===== src/tpc_pkg.sv =====
`default_nettype none
package tpc_pkg;

  // fixed field widths and defaults
  localparam int CURV_OUT_BITS        = 31;
  localparam int FLOOR_BITS           = 20;
  localparam int FLOOR_RESET          = 17;
  localparam int COORD_BITS_DEF       = 24;
  localparam int COORD_FRAC_BITS_DEF  = 8;
  localparam int CURV_FRAC_BITS_DEF   = 20;

  typedef enum logic [2:0] {
    ST_IDLE,
    ST_ISSUE,
    ST_WAIT,
    ST_EMIT,
    ST_EMIT_LAST
  } state_e;

  // compute steps of one interior point
  typedef enum logic [3:0] {
    OP_UX2,
    OP_UY2,
    OP_RT1,
    OP_VX2,
    OP_VY2,
    OP_RT2,
    OP_WX2,
    OP_WY2,
    OP_RT3,
    OP_P12,
    OP_P123,
    OP_CR1,
    OP_CR2,
    OP_DIV
  } op_e;

endpackage
`default_nettype wire


===== src/tpc_mac.sv =====
`default_nettype none
// Shift-add multiply-accumulate, one multiplier bit per cycle.
module tpc_mac #(
  parameter int DW    = 25,
  parameter int ACC_W = 76
) (
  input  logic                    clk_i,
  input  logic                    rst_ni,
  input  logic                    start_i,
  input  logic                    clr_i,
  input  logic signed [ACC_W-1:0] mcand_i,
  input  logic        [DW-1:0]    mplier_i,
  output logic signed [ACC_W-1:0] acc_o,
  output logic                    done_o
);
  localparam int CW = $clog2(DW + 1);

  logic        [CW-1:0]    cnt_q;
  logic                    done_q;
  logic signed [ACC_W-1:0] acc_q, mcand_q;
  logic        [DW-1:0]    mplier_q;

  // step counter
  always_ff @(posedge clk_i or negedge rst_ni) begin
    if (!rst_ni) begin
      cnt_q  <= '0;
      done_q <= 1'b0;
    end else begin
      done_q <= 1'b0;
      if (start_i) begin
        cnt_q <= CW'(DW);
      end else if (cnt_q != '0) begin
        cnt_q <= cnt_q - 1'b1;
        if (cnt_q == CW'(1)) done_q <= 1'b1;
      end
    end
  end

  // datapath
  always_ff @(posedge clk_i) begin
    if (start_i) begin
      mcand_q  <= mcand_i;
      mplier_q <= mplier_i;
      if (clr_i) acc_q <= '0;
    end else if (cnt_q != '0) begin
      if (mplier_q[0]) acc_q <= acc_q + mcand_q;
      mcand_q  <= mcand_q <<< 1;
      mplier_q <= mplier_q >> 1;
    end
  end

  assign acc_o  = acc_q;
  assign done_o = done_q;
endmodule
`default_nettype wire


===== src/tpc_sqrt.sv =====
`default_nettype none
// Restoring integer square root, one root bit per cycle.
module tpc_sqrt #(
  parameter int DW = 25
) (
  input  logic            clk_i,
  input  logic            rst_ni,
  input  logic            start_i,
  input  logic [2*DW-1:0] val_i,
  output logic [DW-1:0]   root_o,
  output logic            done_o
);
  localparam int CW = $clog2(DW + 1);

  logic [CW-1:0]   cnt_q;
  logic            done_q;
  logic [2*DW-1:0] val_q;
  logic [DW:0]     rem_q;
  logic [DW-1:0]   root_q;
  logic [DW+2:0]   rem_sh, trial, rem_sub;
  logic            ge;

  // trial subtract of one step
  always_comb begin
    rem_sh  = {rem_q, val_q[2*DW-1 -: 2]};
    trial   = {1'b0, root_q, 2'b01};
    ge      = (rem_sh >= trial);
    rem_sub = rem_sh - trial;
  end

  always_ff @(posedge clk_i or negedge rst_ni) begin
    if (!rst_ni) begin
      cnt_q  <= '0;
      done_q <= 1'b0;
    end else begin
      done_q <= 1'b0;
      if (start_i) begin
        cnt_q <= CW'(DW);
      end else if (cnt_q != '0) begin
        cnt_q <= cnt_q - 1'b1;
        if (cnt_q == CW'(1)) done_q <= 1'b1;
      end
    end
  end

  always_ff @(posedge clk_i) begin
    if (start_i) begin
      val_q  <= val_i;
      rem_q  <= '0;
      root_q <= '0;
    end else if (cnt_q != '0) begin
      val_q  <= val_q << 2;
      rem_q  <= ge ? rem_sub[DW:0] : rem_sh[DW:0];
      root_q <= {root_q[DW-2:0], ge};
    end
  end

  assign root_o = root_q;
  assign done_o = done_q;
endmodule
`default_nettype wire


===== src/tpc_div.sv =====
`default_nettype none
// Restoring divider, one quotient bit per cycle; keeps the low QW bits
// and a sticky flag for any set bit above them.
module tpc_div #(
  parameter int MW    = 50,
  parameter int DEN_W = 75,
  parameter int NUM_W = 79,
  parameter int QW    = 31
) (
  input  logic             clk_i,
  input  logic             rst_ni,
  input  logic             start_i,
  input  logic [MW-1:0]    mag_i,
  input  logic [DEN_W-1:0] den_i,
  output logic [QW-1:0]    quo_o,
  output logic             ovf_o,
  output logic             done_o
);
  localparam int CW = $clog2(NUM_W + 1);

  logic [CW-1:0]    cnt_q;
  logic             done_q;
  logic [MW-1:0]    num_q;
  logic [DEN_W-1:0] den_q, rem_q;
  logic [QW-1:0]    quo_q;
  logic             ovf_q;
  logic [DEN_W:0]   rem_sh, rem_sub;
  logic             ge;

  always_comb begin
    rem_sh  = {rem_q, num_q[MW-1]};
    ge      = (rem_sh >= {1'b0, den_q});
    rem_sub = rem_sh - {1'b0, den_q};
  end

  always_ff @(posedge clk_i or negedge rst_ni) begin
    if (!rst_ni) begin
      cnt_q  <= '0;
      done_q <= 1'b0;
    end else begin
      done_q <= 1'b0;
      if (start_i) begin
        cnt_q <= CW'(NUM_W);
      end else if (cnt_q != '0) begin
        cnt_q <= cnt_q - 1'b1;
        if (cnt_q == CW'(1)) done_q <= 1'b1;
      end
    end
  end

  // numerator bits come MSB first, zeros fill the shifted tail
  always_ff @(posedge clk_i) begin
    if (start_i) begin
      num_q <= mag_i;
      den_q <= den_i;
      rem_q <= '0;
      quo_q <= '0;
      ovf_q <= 1'b0;
    end else if (cnt_q != '0) begin
      num_q <= num_q << 1;
      rem_q <= ge ? rem_sub[DEN_W-1:0] : rem_sh[DEN_W-1:0];
      quo_q <= {quo_q[QW-2:0], ge};
      ovf_q <= ovf_q | quo_q[QW-1];
    end
  end

  assign quo_o  = quo_q;
  assign ovf_o  = ovf_q;
  assign done_o = done_q;
endmodule
`default_nettype wire


===== src/three_point_curvature_stream.sv =====
`default_nettype none
// Timing: a first point, or a second point that ends the track, answers in the
// cycle after acceptance; an interior point runs through the bit-serial
// multiplier, square root and divider in turn, and skips the divide when the
// length product is zero or under the floor.
// Throughput: one point in work at a time; the next is taken once the word leaves.
// Reset: window empty, floor register 17, no word pending.
module three_point_curvature_stream #(
  parameter int COORD_BITS      = tpc_pkg::COORD_BITS_DEF,
  parameter int COORD_FRAC_BITS = tpc_pkg::COORD_FRAC_BITS_DEF,
  parameter int CURV_FRAC_BITS  = tpc_pkg::CURV_FRAC_BITS_DEF
) (
  input  logic                         clk_i,
  input  logic                         rst_ni,
  input  logic                         in_valid_i,
  output logic                         in_stall_o,
  input  logic signed [COORD_BITS-1:0] x_coord_i,
  input  logic signed [COORD_BITS-1:0] y_coord_i,
  input  logic                         last_point_i,
  output logic                         out_valid_o,
  input  logic                         out_stall_i,
  output logic signed [tpc_pkg::CURV_OUT_BITS-1:0] curvature_o,
  output logic                         last_of_track_o,
  input  logic                         cfg_we_i,
  input  logic [tpc_pkg::FLOOR_BITS-1:0] cfg_data_i
);
  import tpc_pkg::*;

  localparam int DW     = COORD_BITS + 1;
  localparam int SQ_W   = 2 * DW;
  localparam int PROD_W = 3 * DW;
  localparam int ACC_W  = PROD_W + 1;
  localparam int SH     = 1 + COORD_FRAC_BITS + CURV_FRAC_BITS;
  localparam int NUM_W  = SQ_W + SH;
  localparam int OW     = CURV_OUT_BITS;
  localparam logic [OW-1:0] POS_CAP = {1'b0, {(OW-1){1'b1}}};
  localparam logic [OW-1:0] NEG_CAP = {1'b1, {(OW-1){1'b0}}};

  function automatic logic signed [ACC_W-1:0] sext(input logic [DW-1:0] d);
    sext = {{(ACC_W-DW){d[DW-1]}}, d};
  endfunction

  function automatic logic [DW-1:0] mag(input logic [DW-1:0] d);
    mag = d[DW-1] ? (~d + 1'b1) : d;
  endfunction

  function automatic logic [DW-1:0] dif(input logic [COORD_BITS-1:0] a,
                                        input logic [COORD_BITS-1:0] b);
    dif = {b[COORD_BITS-1], b} - {a[COORD_BITS-1], a};
  endfunction

  state_e state_q, state_d;
  op_e    op_q, op_d;

  logic [FLOOR_BITS-1:0] floor_q;
  logic [COORD_BITS-1:0] newer_x_q, newer_y_q, older_x_q, older_y_q;
  logic [1:0]            seen_q;
  logic [COORD_BITS-1:0] ax_q, ay_q, bx_q, by_q, cx_q, cy_q;
  logic                  fin_q, neg_q;
  logic [DW-1:0]         l1_q, l2_q, l3_q;
  logic [PROD_W-1:0]     prod_q;
  logic [OW-1:0]         res_q, res_d;
  logic                  res_we;

  logic                  out_valid_q, out_last_q;
  logic [OW-1:0]         out_curv_q;
  logic                  out_load;
  logic [OW-1:0]         out_curv_d;
  logic                  out_last_d;

  logic                  accept;
  logic [DW-1:0]         ux, uy, vx, vy, wx, wy;

  logic                    mac_start, mac_clr, mac_done;
  logic signed [ACC_W-1:0] mac_mcand, acc;
  logic [DW-1:0]           mac_mplier;
  logic                    rt_start, rt_done;
  logic [DW-1:0]           root;
  logic                    div_start, div_done, div_ovf;
  logic [OW-1:0]           quo;
  logic                    degen;
  logic                    big;

  assign accept     = in_valid_i && !in_stall_o;
  assign in_stall_o = !(state_q == ST_IDLE && !out_valid_q);

  // side differences of the captured triangle
  assign ux = dif(ax_q, bx_q);
  assign uy = dif(ay_q, by_q);
  assign vx = dif(bx_q, cx_q);
  assign vy = dif(by_q, cy_q);
  assign wx = dif(ax_q, cx_q);
  assign wy = dif(ay_q, cy_q);

  assign degen = (prod_q == '0) || (prod_q < PROD_W'(floor_q));

  // saturation of the divider result
  always_comb begin
    if (neg_q) begin
      big   = div_ovf || (quo > NEG_CAP);
      res_d = big ? NEG_CAP : (~quo + 1'b1);
    end else begin
      big   = div_ovf || (quo > POS_CAP);
      res_d = big ? POS_CAP : quo;
    end
  end

  // operand select for the shared multiplier
  always_comb begin
    mac_mcand  = '0;
    mac_mplier = '0;
    mac_clr    = 1'b1;
    case (op_q)
      OP_UX2:  begin mac_mcand = ACC_W'(mag(ux)); mac_mplier = mag(ux); end
      OP_UY2:  begin mac_mcand = ACC_W'(mag(uy)); mac_mplier = mag(uy); mac_clr = 1'b0; end
      OP_VX2:  begin mac_mcand = ACC_W'(mag(vx)); mac_mplier = mag(vx); end
      OP_VY2:  begin mac_mcand = ACC_W'(mag(vy)); mac_mplier = mag(vy); mac_clr = 1'b0; end
      OP_WX2:  begin mac_mcand = ACC_W'(mag(wx)); mac_mplier = mag(wx); end
      OP_WY2:  begin mac_mcand = ACC_W'(mag(wy)); mac_mplier = mag(wy); mac_clr = 1'b0; end
      OP_P12:  begin mac_mcand = ACC_W'(l1_q); mac_mplier = l2_q; end
      OP_P123: begin mac_mcand = acc; mac_mplier = l3_q; end
      OP_CR1:  begin
        mac_mcand  = wy[DW-1] ? -sext(ux) : sext(ux);
        mac_mplier = mag(wy);
      end
      OP_CR2:  begin
        mac_mcand  = wx[DW-1] ? sext(uy) : -sext(uy);
        mac_mplier = mag(wx);
        mac_clr    = 1'b0;
      end
      default: ;
    endcase
  end

  // sequencer
  always_comb begin
    state_d    = state_q;
    op_d       = op_q;
    mac_start  = 1'b0;
    rt_start   = 1'b0;
    div_start  = 1'b0;
    res_we     = 1'b0;
    out_load   = 1'b0;
    out_curv_d = '0;
    out_last_d = 1'b0;
    unique case (state_q)
      ST_IDLE: begin
        if (accept) begin
          if (seen_q == 2'd0) begin
            out_load   = 1'b1;
            out_last_d = last_point_i;
          end else if (seen_q == 2'd1) begin
            if (last_point_i) begin
              out_load   = 1'b1;
              out_last_d = 1'b1;
            end
          end else begin
            op_d    = OP_UX2;
            state_d = ST_ISSUE;
          end
        end
      end
      ST_ISSUE: begin
        if (op_q == OP_RT1 || op_q == OP_RT2 || op_q == OP_RT3) rt_start = 1'b1;
        else if (op_q == OP_DIV) div_start = 1'b1;
        else mac_start = 1'b1;
        state_d = ST_WAIT;
      end
      ST_WAIT: begin
        if (mac_done || rt_done || div_done) begin
          state_d = ST_ISSUE;
          unique case (op_q)
            OP_UX2:  op_d = OP_UY2;
            OP_UY2:  op_d = OP_RT1;
            OP_RT1:  op_d = OP_VX2;
            OP_VX2:  op_d = OP_VY2;
            OP_VY2:  op_d = OP_RT2;
            OP_RT2:  op_d = OP_WX2;
            OP_WX2:  op_d = OP_WY2;
            OP_WY2:  op_d = OP_RT3;
            OP_RT3:  op_d = OP_P12;
            OP_P12:  op_d = OP_P123;
            OP_P123: op_d = OP_CR1;
            OP_CR1:  op_d = OP_CR2;
            OP_CR2:  begin
              op_d = OP_DIV;
              if (degen) state_d = ST_EMIT;
            end
            OP_DIV:  begin
              res_we  = 1'b1;
              state_d = ST_EMIT;
            end
            default: ;
          endcase
        end
      end
      ST_EMIT: begin
        if (!out_valid_q) begin
          out_load   = 1'b1;
          out_curv_d = res_q;
          state_d    = fin_q ? ST_EMIT_LAST : ST_IDLE;
        end
      end
      ST_EMIT_LAST: begin
        if (!out_valid_q) begin
          out_load   = 1'b1;
          out_last_d = 1'b1;
          state_d    = ST_IDLE;
        end
      end
      default: state_d = ST_IDLE;
    endcase
  end

  always_ff @(posedge clk_i or negedge rst_ni) begin
    if (!rst_ni) begin
      state_q <= ST_IDLE;
      op_q    <= OP_UX2;
    end else begin
      state_q <= state_d;
      op_q    <= op_d;
    end
  end

  // floor register
  always_ff @(posedge clk_i or negedge rst_ni) begin
    if (!rst_ni) floor_q <= FLOOR_BITS'(FLOOR_RESET);
    else if (cfg_we_i) floor_q <= cfg_data_i;
  end

  // point window
  always_ff @(posedge clk_i or negedge rst_ni) begin
    if (!rst_ni) begin
      seen_q    <= '0;
      newer_x_q <= '0;
      newer_y_q <= '0;
      older_x_q <= '0;
      older_y_q <= '0;
    end else if (accept) begin
      if (last_point_i) begin
        seen_q    <= '0;
        newer_x_q <= '0;
        newer_y_q <= '0;
        older_x_q <= '0;
        older_y_q <= '0;
      end else begin
        seen_q    <= (seen_q == 2'd0) ? 2'd1 : 2'd2;
        older_x_q <= newer_x_q;
        older_y_q <= newer_y_q;
        newer_x_q <= x_coord_i;
        newer_y_q <= y_coord_i;
      end
    end
  end

  // triangle capture and intermediate results
  always_ff @(posedge clk_i) begin
    if (accept) begin
      ax_q  <= older_x_q;
      ay_q  <= older_y_q;
      bx_q  <= newer_x_q;
      by_q  <= newer_y_q;
      cx_q  <= x_coord_i;
      cy_q  <= y_coord_i;
      fin_q <= last_point_i;
      res_q <= '0;
    end
    if (state_q == ST_WAIT && rt_done) begin
      if (op_q == OP_RT1) l1_q <= root;
      if (op_q == OP_RT2) l2_q <= root;
      if (op_q == OP_RT3) l3_q <= root;
    end
    if (state_q == ST_WAIT && mac_done && op_q == OP_P123) prod_q <= acc[PROD_W-1:0];
    if (state_q == ST_WAIT && mac_done && op_q == OP_CR2) neg_q <= acc[ACC_W-1];
    if (res_we) res_q <= res_d;
  end

  // output word register
  always_ff @(posedge clk_i or negedge rst_ni) begin
    if (!rst_ni) begin
      out_valid_q <= 1'b0;
    end else if (out_load) begin
      out_valid_q <= 1'b1;
    end else if (!out_stall_i) begin
      out_valid_q <= 1'b0;
    end
  end

  always_ff @(posedge clk_i) begin
    if (out_load) begin
      out_curv_q <= out_curv_d;
      out_last_q <= out_last_d;
    end
  end

  assign out_valid_o     = out_valid_q;
  assign curvature_o     = out_curv_q;
  assign last_of_track_o = out_last_q;

  tpc_mac #(.DW(DW), .ACC_W(ACC_W)) u_mac (
    .clk_i    (clk_i),
    .rst_ni   (rst_ni),
    .start_i  (mac_start),
    .clr_i    (mac_clr),
    .mcand_i  (mac_mcand),
    .mplier_i (mac_mplier),
    .acc_o    (acc),
    .done_o   (mac_done)
  );

  tpc_sqrt #(.DW(DW)) u_sqrt (
    .clk_i   (clk_i),
    .rst_ni  (rst_ni),
    .start_i (rt_start),
    .val_i   (acc[SQ_W-1:0]),
    .root_o  (root),
    .done_o  (rt_done)
  );

  // cross product magnitude fits SQ_W bits
  logic [SQ_W-1:0] crs_mag;
  assign crs_mag = neg_q ? SQ_W'(-acc) : acc[SQ_W-1:0];

  tpc_div #(.MW(SQ_W), .DEN_W(PROD_W), .NUM_W(NUM_W), .QW(OW)) u_div (
    .clk_i   (clk_i),
    .rst_ni  (rst_ni),
    .start_i (div_start),
    .mag_i   (crs_mag),
    .den_i   (prod_q),
    .quo_o   (quo),
    .ovf_o   (div_ovf),
    .done_o  (div_done)
  );

endmodule
`default_nettype wire

===== config.mk =====
export PLATFORM = sky130hd
export DESIGN_NAME = three_point_curvature_stream
export DESIGN_NICKNAME = d
export VERILOG_FILES = /design/src/tpc_pkg.sv /design/src/tpc_mac.sv /design/src/tpc_sqrt.sv /design/src/tpc_div.sv /design/src/three_point_curvature_stream.sv
export SDC_FILE = /design/constraint.sdc
export NUM_CORES = 2
export LEC_CHECK = 0
export BUFFER_PORTS_ARGS = -buffer_cell sky130_fd_sc_hd__clkbuf_2
export CORE_MARGIN = 4
export CORE_UTILIZATION = 60
export CTS_CLUSTER_SIZE = 12
export DETAILED_ROUTE_END_ITERATION = 12
export MAX_ROUTING_LAYER = met4
export PLACE_DENSITY_LB_ADDON = 0.12
export SLEW_MARGIN = 25
export SYNTH_ARGS = -nofsm -noshare
export SYNTH_HDL_FRONTEND = slang
export SYNTH_SLANG_ARGS = --single-unit

===== constraint.sdc =====
create_clock -name clk_i -period 16.4 [get_ports clk_i]
set_clock_uncertainty 0.15 [all_clocks]
set_input_delay 0.82 -clock clk_i [delete_from_list [all_inputs] [get_ports clk_i]]
set_output_delay 0.82 -clock clk_i [all_outputs]
set_load 0.01 [all_outputs]

; ---- Word-level counts from Yosys, hierarchy flattened
; Cells that the tools add are included.
[op_classes]
n_addsub = 22
magnitude_cmp = 5
n_eq_ne = 30
n_mux = 88
n_bitwise = 9
reduce_logical = 39
[ops]
columns = operator, n
row1 = $pmux W76 S10, 1
row2 = $mux W76, 8
row3 = $mux W50, 5
row4 = $mux W25, 8
row5 = $pmux W25 S8, 1
row6 = $mux W31, 5
row7 = $neg A25 Y76, 2
row8 = $add A25 B1 Y25 const B, 6
row9 = $not A25 Y25, 6
row10 = $sub A24 B24 Y25, 6
row11 = $mux W24, 4
row12 = $add A76 B76 Y76, 1
row13 = $ge A76 B75 Y1, 1
row14 = $logic_not A75 Y1, 1
row15 = $lt A75 B20 Y1, 1
row16 = $mux W75, 1
row17 = $sub A75 B75 Y75, 1
row18 = $pmux W4 S13, 1
row19 = $neg A50 Y50, 1
row20 = $add A31 B1 Y31 const B, 1
row21 = $gt A31 B30 Y1 const B, 1
row22 = $gt A31 B31 Y1 const B, 1
row23 = $not A31 Y31, 1
row24 = $ge A28 B27 Y1, 1
row25 = other kinds (43), 128
[word_totals]
reg_bits = 1015
in_bits = 74
output_inout_bits = 34
elab_cells = 234

; ---- Depth between registers and ports, before layout
[depth]
word_depth = 7
depth_mapped = 21
mapped_depth_nobuf = 19

; ---- Hierarchy
; A second synthesis with hierarchy kept.
[unflattened]
cells_unflattened = 7005
hier_area_um2 = 66084.6
[modules_own_cells]
columns = mod, n_inst, cells_each, area_each_um2, seq_area_each_um2
row1 = three_point_curvature_stream, 1, 3813, 34459.3, 13935.9
row2 = tpc_div, 1, 1531, 13972.2, 6095.8
row3 = tpc_mac, 1, 1082, 11866.4, 5465.2
row4 = tpc_sqrt, 1, 579, 5786.8, 2672.6

; ---- Worst setup path before layout
; OpenSTA, ideal clock, no wires.
[synth_timing]
path_kind = register to register
startpoint = register op_q[3]
endpoint = register u_mac.acc_q[0], in the netlist u_mac.acc_o[0] (enable)
setup_ps = 615
arrival_ps = 6978
required_ps = 15635
path_slack_ps = 8656
path_stages_with_launch = 10
path_buffers = 3
period_less_slack_ps = 7744
path_cell_list = dfrtp_1 -> nand2b_1 -> clkbuf_1 -> nor2_1 -> a21oi_1 -> o21a_1 -> nand2_1 -> clkbuf_1 -> clkbuf_1 -> o21ai_0
[synth_between]
elab_chain_cells = 7
elab_cells_between_ends = 18
cone_classes = 9 x eq/ne / 3 x mux / 6 x reduce/logical
[synth_rtl]
columns = item, line_no
row1 = "start, declared", three_point_curvature_stream.sv:53  ; op_e op_q, op_d;
row2 = "start signal, assigned", three_point_curvature_stream.sv:221  ; op_q <= op_d;
row3 = $eq A4 B2 Y1 / $eq A4 B3 Y1 (equally long branches), three_point_curvature_stream.sv:164  ; if (op_q == OP_RT1 || op_q == OP_RT2 || op_q == OP_RT3) rt_start = 1'b1;
row4 = $logic_or A1 B1 Y1 (2 in series), three_point_curvature_stream.sv:164
row5 = $mux W1, three_point_curvature_stream.sv:164
row6 = $mux W1, three_point_curvature_stream.sv:146  ; unique case (state_q)
row7 = $ne A2 B2 Y1 (no line) / $reduce_bool A2 Y1 (equally long branches), -
row8 = $reduce_and A3 Y1 (no line) (*), -
row9 = "end signal, assigned", tpc_mac.sv:46  ; if (mplier_q[0]) acc_q <= acc_q + mcand_q;
row10 = "end, declared", tpc_mac.sv:20  ; logic signed [ACC_W-1:0] acc_q, mcand_q;
; Mark *: on every way between the ends. The rest lies on a longest branch, timed or not.
; A chain may end at the register's enable or synchronous reset.

; ---- Worst setup path after layout
[layout_timing]
startpoint = register ax_q[0]
endpoint = register u_mac.mcand_q[24], data pin
[layout_between]
elab_chain_cells = 6
elab_cells_between_ends = 13
cone_classes = 5 x add/sub / 6 x mux / 2 x bitwise
[layout_rtl]
columns = item, line_no
row1 = "start, declared", three_point_curvature_stream.sv:58  ; logic [COORD_BITS-1:0] ax_q, ay_q, bx_q, by_q, cx_q, cy_q;
row2 = "start signal, assigned", three_point_curvature_stream.sv:259  ; ax_q <= older_x_q;
row3 = $sub A24 B24 Y25, three_point_curvature_stream.sv:49  ; dif = {b[COORD_BITS-1], b} - {a[COORD_BITS-1], a};
row4 = $not A25 Y25, three_point_curvature_stream.sv:44  ; mag = d[DW-1] ? (~d + 1'b1) : d;
row5 = $add A25 B1 Y25, three_point_curvature_stream.sv:44
row6 = $mux W25, three_point_curvature_stream.sv:44
row7 = $pmux W76 S10 (*), three_point_curvature_stream.sv:113  ; case (op_q)
row8 = $mux W76 (*), tpc_mac.sv:41  ; if (start_i) begin
row9 = "end signal, assigned", tpc_mac.sv:42  ; mcand_q <= mcand_i;
row10 = "end signal, assigned", tpc_mac.sv:47  ; mcand_q <= mcand_q <<< 1;
row11 = "end, declared", tpc_mac.sv:20
; Marked as above.

==> out/metrics.yaml <==
period_share: 0.359
drc: 0
max_freq_mhz: 170
numCtsBuffers: 108
worst_slew_pin_slew_ns: 1.14
holdPathEnd: "floor_q[7]"
viasPerCell: 6.41
place_area_um2: 67200
core_um2: 109000
rr_startpoint: "ax_q[0]"
finalSetupViolCount: 0
crit_type: "reg -> reg"
antenna_left: 0
grt-busiest-layer: "met2"
grt_pass1_vias: 51739
synthCells: 7219
grt_remaining_overflow: 0
synth_area_um2: 65600
holdPathStages: 3
clock_power_share: 0.466
dp_slack_ns: 10.68
critPathCaptureType: "register"
cts_tree: "built"
hp-start: "cfg_data_i[7]"
p_int_mw: 4.10
cts.htree.levels: 3
routabilityCongestion: 1.03
yosysSeqAreaShare: 0.429
finalSetupTns_ns: 0
clkLatencyLatePin_ns: 0.71
min_path_type: "in -> reg"
dp_hpwl_um: 149000
antenna_found_initial: 0
dieArea_um2: 115000
wl_um: 198000
combPwrFrac: 0.009
slowest_delay_ns: 0.58
postLayoutCellArea_um2: 70700
critPathBufInv: 3
max-cap-violations: 0
grtUsageMet3: 0.0403
ioPinCount: 108
worst-r2r-setup-slack_ns: 10.51
wire_per_inst_um: 22.9
synth_edf_count: 711
final_layout_size_suffix_gt1_frac: 0.0639
clk_path_buf_depth: 3
crit_fanout: 30
final_cells: 8632
reg2reg_depth: 18
finalHoldViolations: 0
cp_data_arrival_time_ns: 6.22
area_growth_pct: 7.85
max-slew-margin-rel: 0.231
cts_resized: 0
die_h_um: 339
hold_buffers: 1
finalMaxSlewViolations: 0
yosysWarningCount: 0
use_met2: 0.558
vias: 55295
synth_cell_type_count: 100
synth-seq-cells: 1015
p_per_area_nw_per_um2: 73.1
row_count: 121
drt_iter0_markers: 5352
path_cells: "ha_1, fa_1, nand2b_1, a21oi_1, o211ai_2, a21o_1, and3_1, o311ai_1, buf_4, and2_1, buf_4, inv_2, ha_1, a32oi_1, o31ai_1, a31oi_1, a31oi_1, a21o_1"
grt_use_total: 0.343
vdd_drop_max_mv: 0.105
synth_area_per_cell_um2: 9.09
required_ns: 16.73
grt_setup_unrepaired: "false"
synth_ff_type: "edfxtp_1"
p_sw_frac: 0.208
synth_async_sr_flop_share: 0.144
postCtsSetupRepairBufs: 0
clk_pin_slew_ns: 0.06
cts.sinks: 1015
mappedNetlistNets: 7678
firstDrtPassIters: 7
grt_pass1_wl_um: 303000
worstSetupStartpointType: "register"
cts_root_buf: "clkbuf_16"
run_status: "finished clean"
cpMaxStageDelayCell: "a21oi_1"
crit_family: "compound AO/OA/AOI/OAI gates"
sequentialPowerShare: 0.526
worstReg2RegEnd: "u_mac.mcand_q[24]"
die_width_um: 339
met1_usage: 0.431
diodes: 0
nets: 7581
fin_ws_ns: 10.51
finalCoreUtilization: 0.651
io_buffers: 107
post-route-min-period_ns: 5.89
start_util: 0.603
grt_max_degree: 101
dp_cells: 8424
leakage_nw: 28.5
p_sw_mw: 1.07
-- state kept, by name, indices dropped and copies added (netlist names), 25 cells and up --
register        count
l1_q               25
res_q              31
u_mac.mplier_q     25
u_mac.acc_o        76
u_div.rem_q        75
u_sqrt.val_q       50
u_div.quo_o        31
u_sqrt.rem_q       26
u_div.den_q        75
l2_q               25
u_div.num_q        50
u_sqrt.root_o      25
curvature_o        31
l3_q               25
u_mac.mcand_q      76
prod_q             75
-- per-stage QoR --
stage / hold slack, ns / power [mW]
3_5_place_dp: 0.282 / 2.82
2_1_floorplan: 0.267 / 2.79
3_3_place_gp: 0.279 / 2.82
4_1_cts: 0.118 / 5.20
5_1_grt: 0.143 / 5.32
6_report: 0.161 / 5.17
-- cell families after synthesis --
kind of cell | count (synthesis) | synth area share
multiplexers | 41 | 0.00635
adder cells (fa/ha/maj) | 386 | 0.0745
buffers and inverters | 733 | 0.0421
AND/OR/NAND/NOR | 2463 | 0.177
AO/OA/AOI/OAI | 2135 | 0.211
flip-flops | 1015 | 0.429
XOR/XNOR | 446 | 0.0596
-- metal layers --
| metal | share of wire | vias up | wire length, µm |
|---|---|---|---|
| li1 | - | 26314 | - |
| met1 | 0.41 | 26362 | 80300 |
| met2 | 0.47 | 2175 | 93300 |
| met3 | 0.064 | 444 | 12700 |
| met4 | 0.057 | 0 | 11300 |
| met5 | 0 | - | 0 |
-- worst min-delay path: cells and delay by family --
kind | cells | cell delay [ns]
AND/OR/NAND/NOR | 1 | 0.04
buffers and inverters | 1 | 0.07
AO/OA/AOI/OAI | 1 | 0.06
-- worst max path at each step --
stage / from / to / slack, ns / cells past startpoint
after floorplan: op_q[3] / u_mac.acc_o[0] / 8.66 / 9
after global placement: ax_q[0] / u_mac.mcand_q[24] / 10.70 / 18
after detailed placement: ax_q[0] / u_mac.mcand_q[24] / 10.68 / 18
after CTS: ax_q[0] / u_mac.mcand_q[24] / 10.69 / 18
after global routing: ay_q[0] / u_mac.mcand_q[24] / 10.27 / 18
final: ax_q[0] / u_mac.mcand_q[24] / 10.51 / 18
-- layout by cell type, fill, tap and decap left out, drive strengths merged, types with 186 or more instances in the layout --
| cell | n |
|---|---|
| inv | 341 |
| edfxtp | 711 |
| a21oi | 538 |
| a21o | 186 |
| ha | 377 |
| nand2 | 922 |
| o21ai | 550 |
| xor2 | 189 |
| clkbuf | 276 |
| nor2 | 566 |
| xnor2 | 257 |
-- layout make-up --
cell class | count | area (µm²)
multi-input combinational | 5471 | 34800
fill | 9046 | 38000
clock buffer | 170 | 3170
sequential | 1015 | 28200
tap | 1414 | 1770
clock inverter | 36 | 357
timing repair buffer | 184 | 1140
inverter | 342 | 1290
-- cells in the mapped netlist, types with 61 or more instances --
| master | number | share of area |
|---|---|---|
| xnor2_1 | 257 | 0.034 |
| nand3_1 | 120 | 0.0092 |
| clkbuf_1 | 362 | 0.021 |
| nand4_1 | 85 | 0.0081 |
| a21oi_1 | 536 | 0.041 |
| ha_1 | 377 | 0.072 |
| o21ai_0 | 514 | 0.039 |
| inv_1 | 338 | 0.019 |
| a21o_1 | 186 | 0.021 |
| xor2_1 | 189 | 0.025 |
| dfxtp_1 | 158 | 0.048 |
| nand2_1 | 921 | 0.053 |
| nor3_1 | 185 | 0.014 |
| nor4_1 | 71 | 0.0068 |
| dfrtp_1 | 144 | 0.055 |
| nor2b_1 | 68 | 0.0065 |
| a211oi_1 | 121 | 0.014 |
| and2_1 | 86 | 0.0082 |
| a31oi_1 | 73 | 0.0070 |
| and3_1 | 61 | 0.0058 |
| o31ai_1 | 69 | 0.0079 |
| nand2b_1 | 62 | 0.0059 |
| nor2_1 | 566 | 0.032 |
| or3_1 | 70 | 0.0067 |
| edfxtp_1 | 711 | 0.33 |
-- power groups by stage --
stage | Sequential (mW) | Clock [mW] | Combinational, mW
floorplan | 2.77 | 0 | 0.0184
global placement | 2.77 | 0 | 0.0427
detailed placement | 2.77 | 0 | 0.0443
CTS | 2.72 | 2.44 | 0.0450
global route | 2.72 | 2.55 | 0.0504
finish | 2.72 | 2.41 | 0.0440
Note: power is estimated with default switching activity, not from simulation.
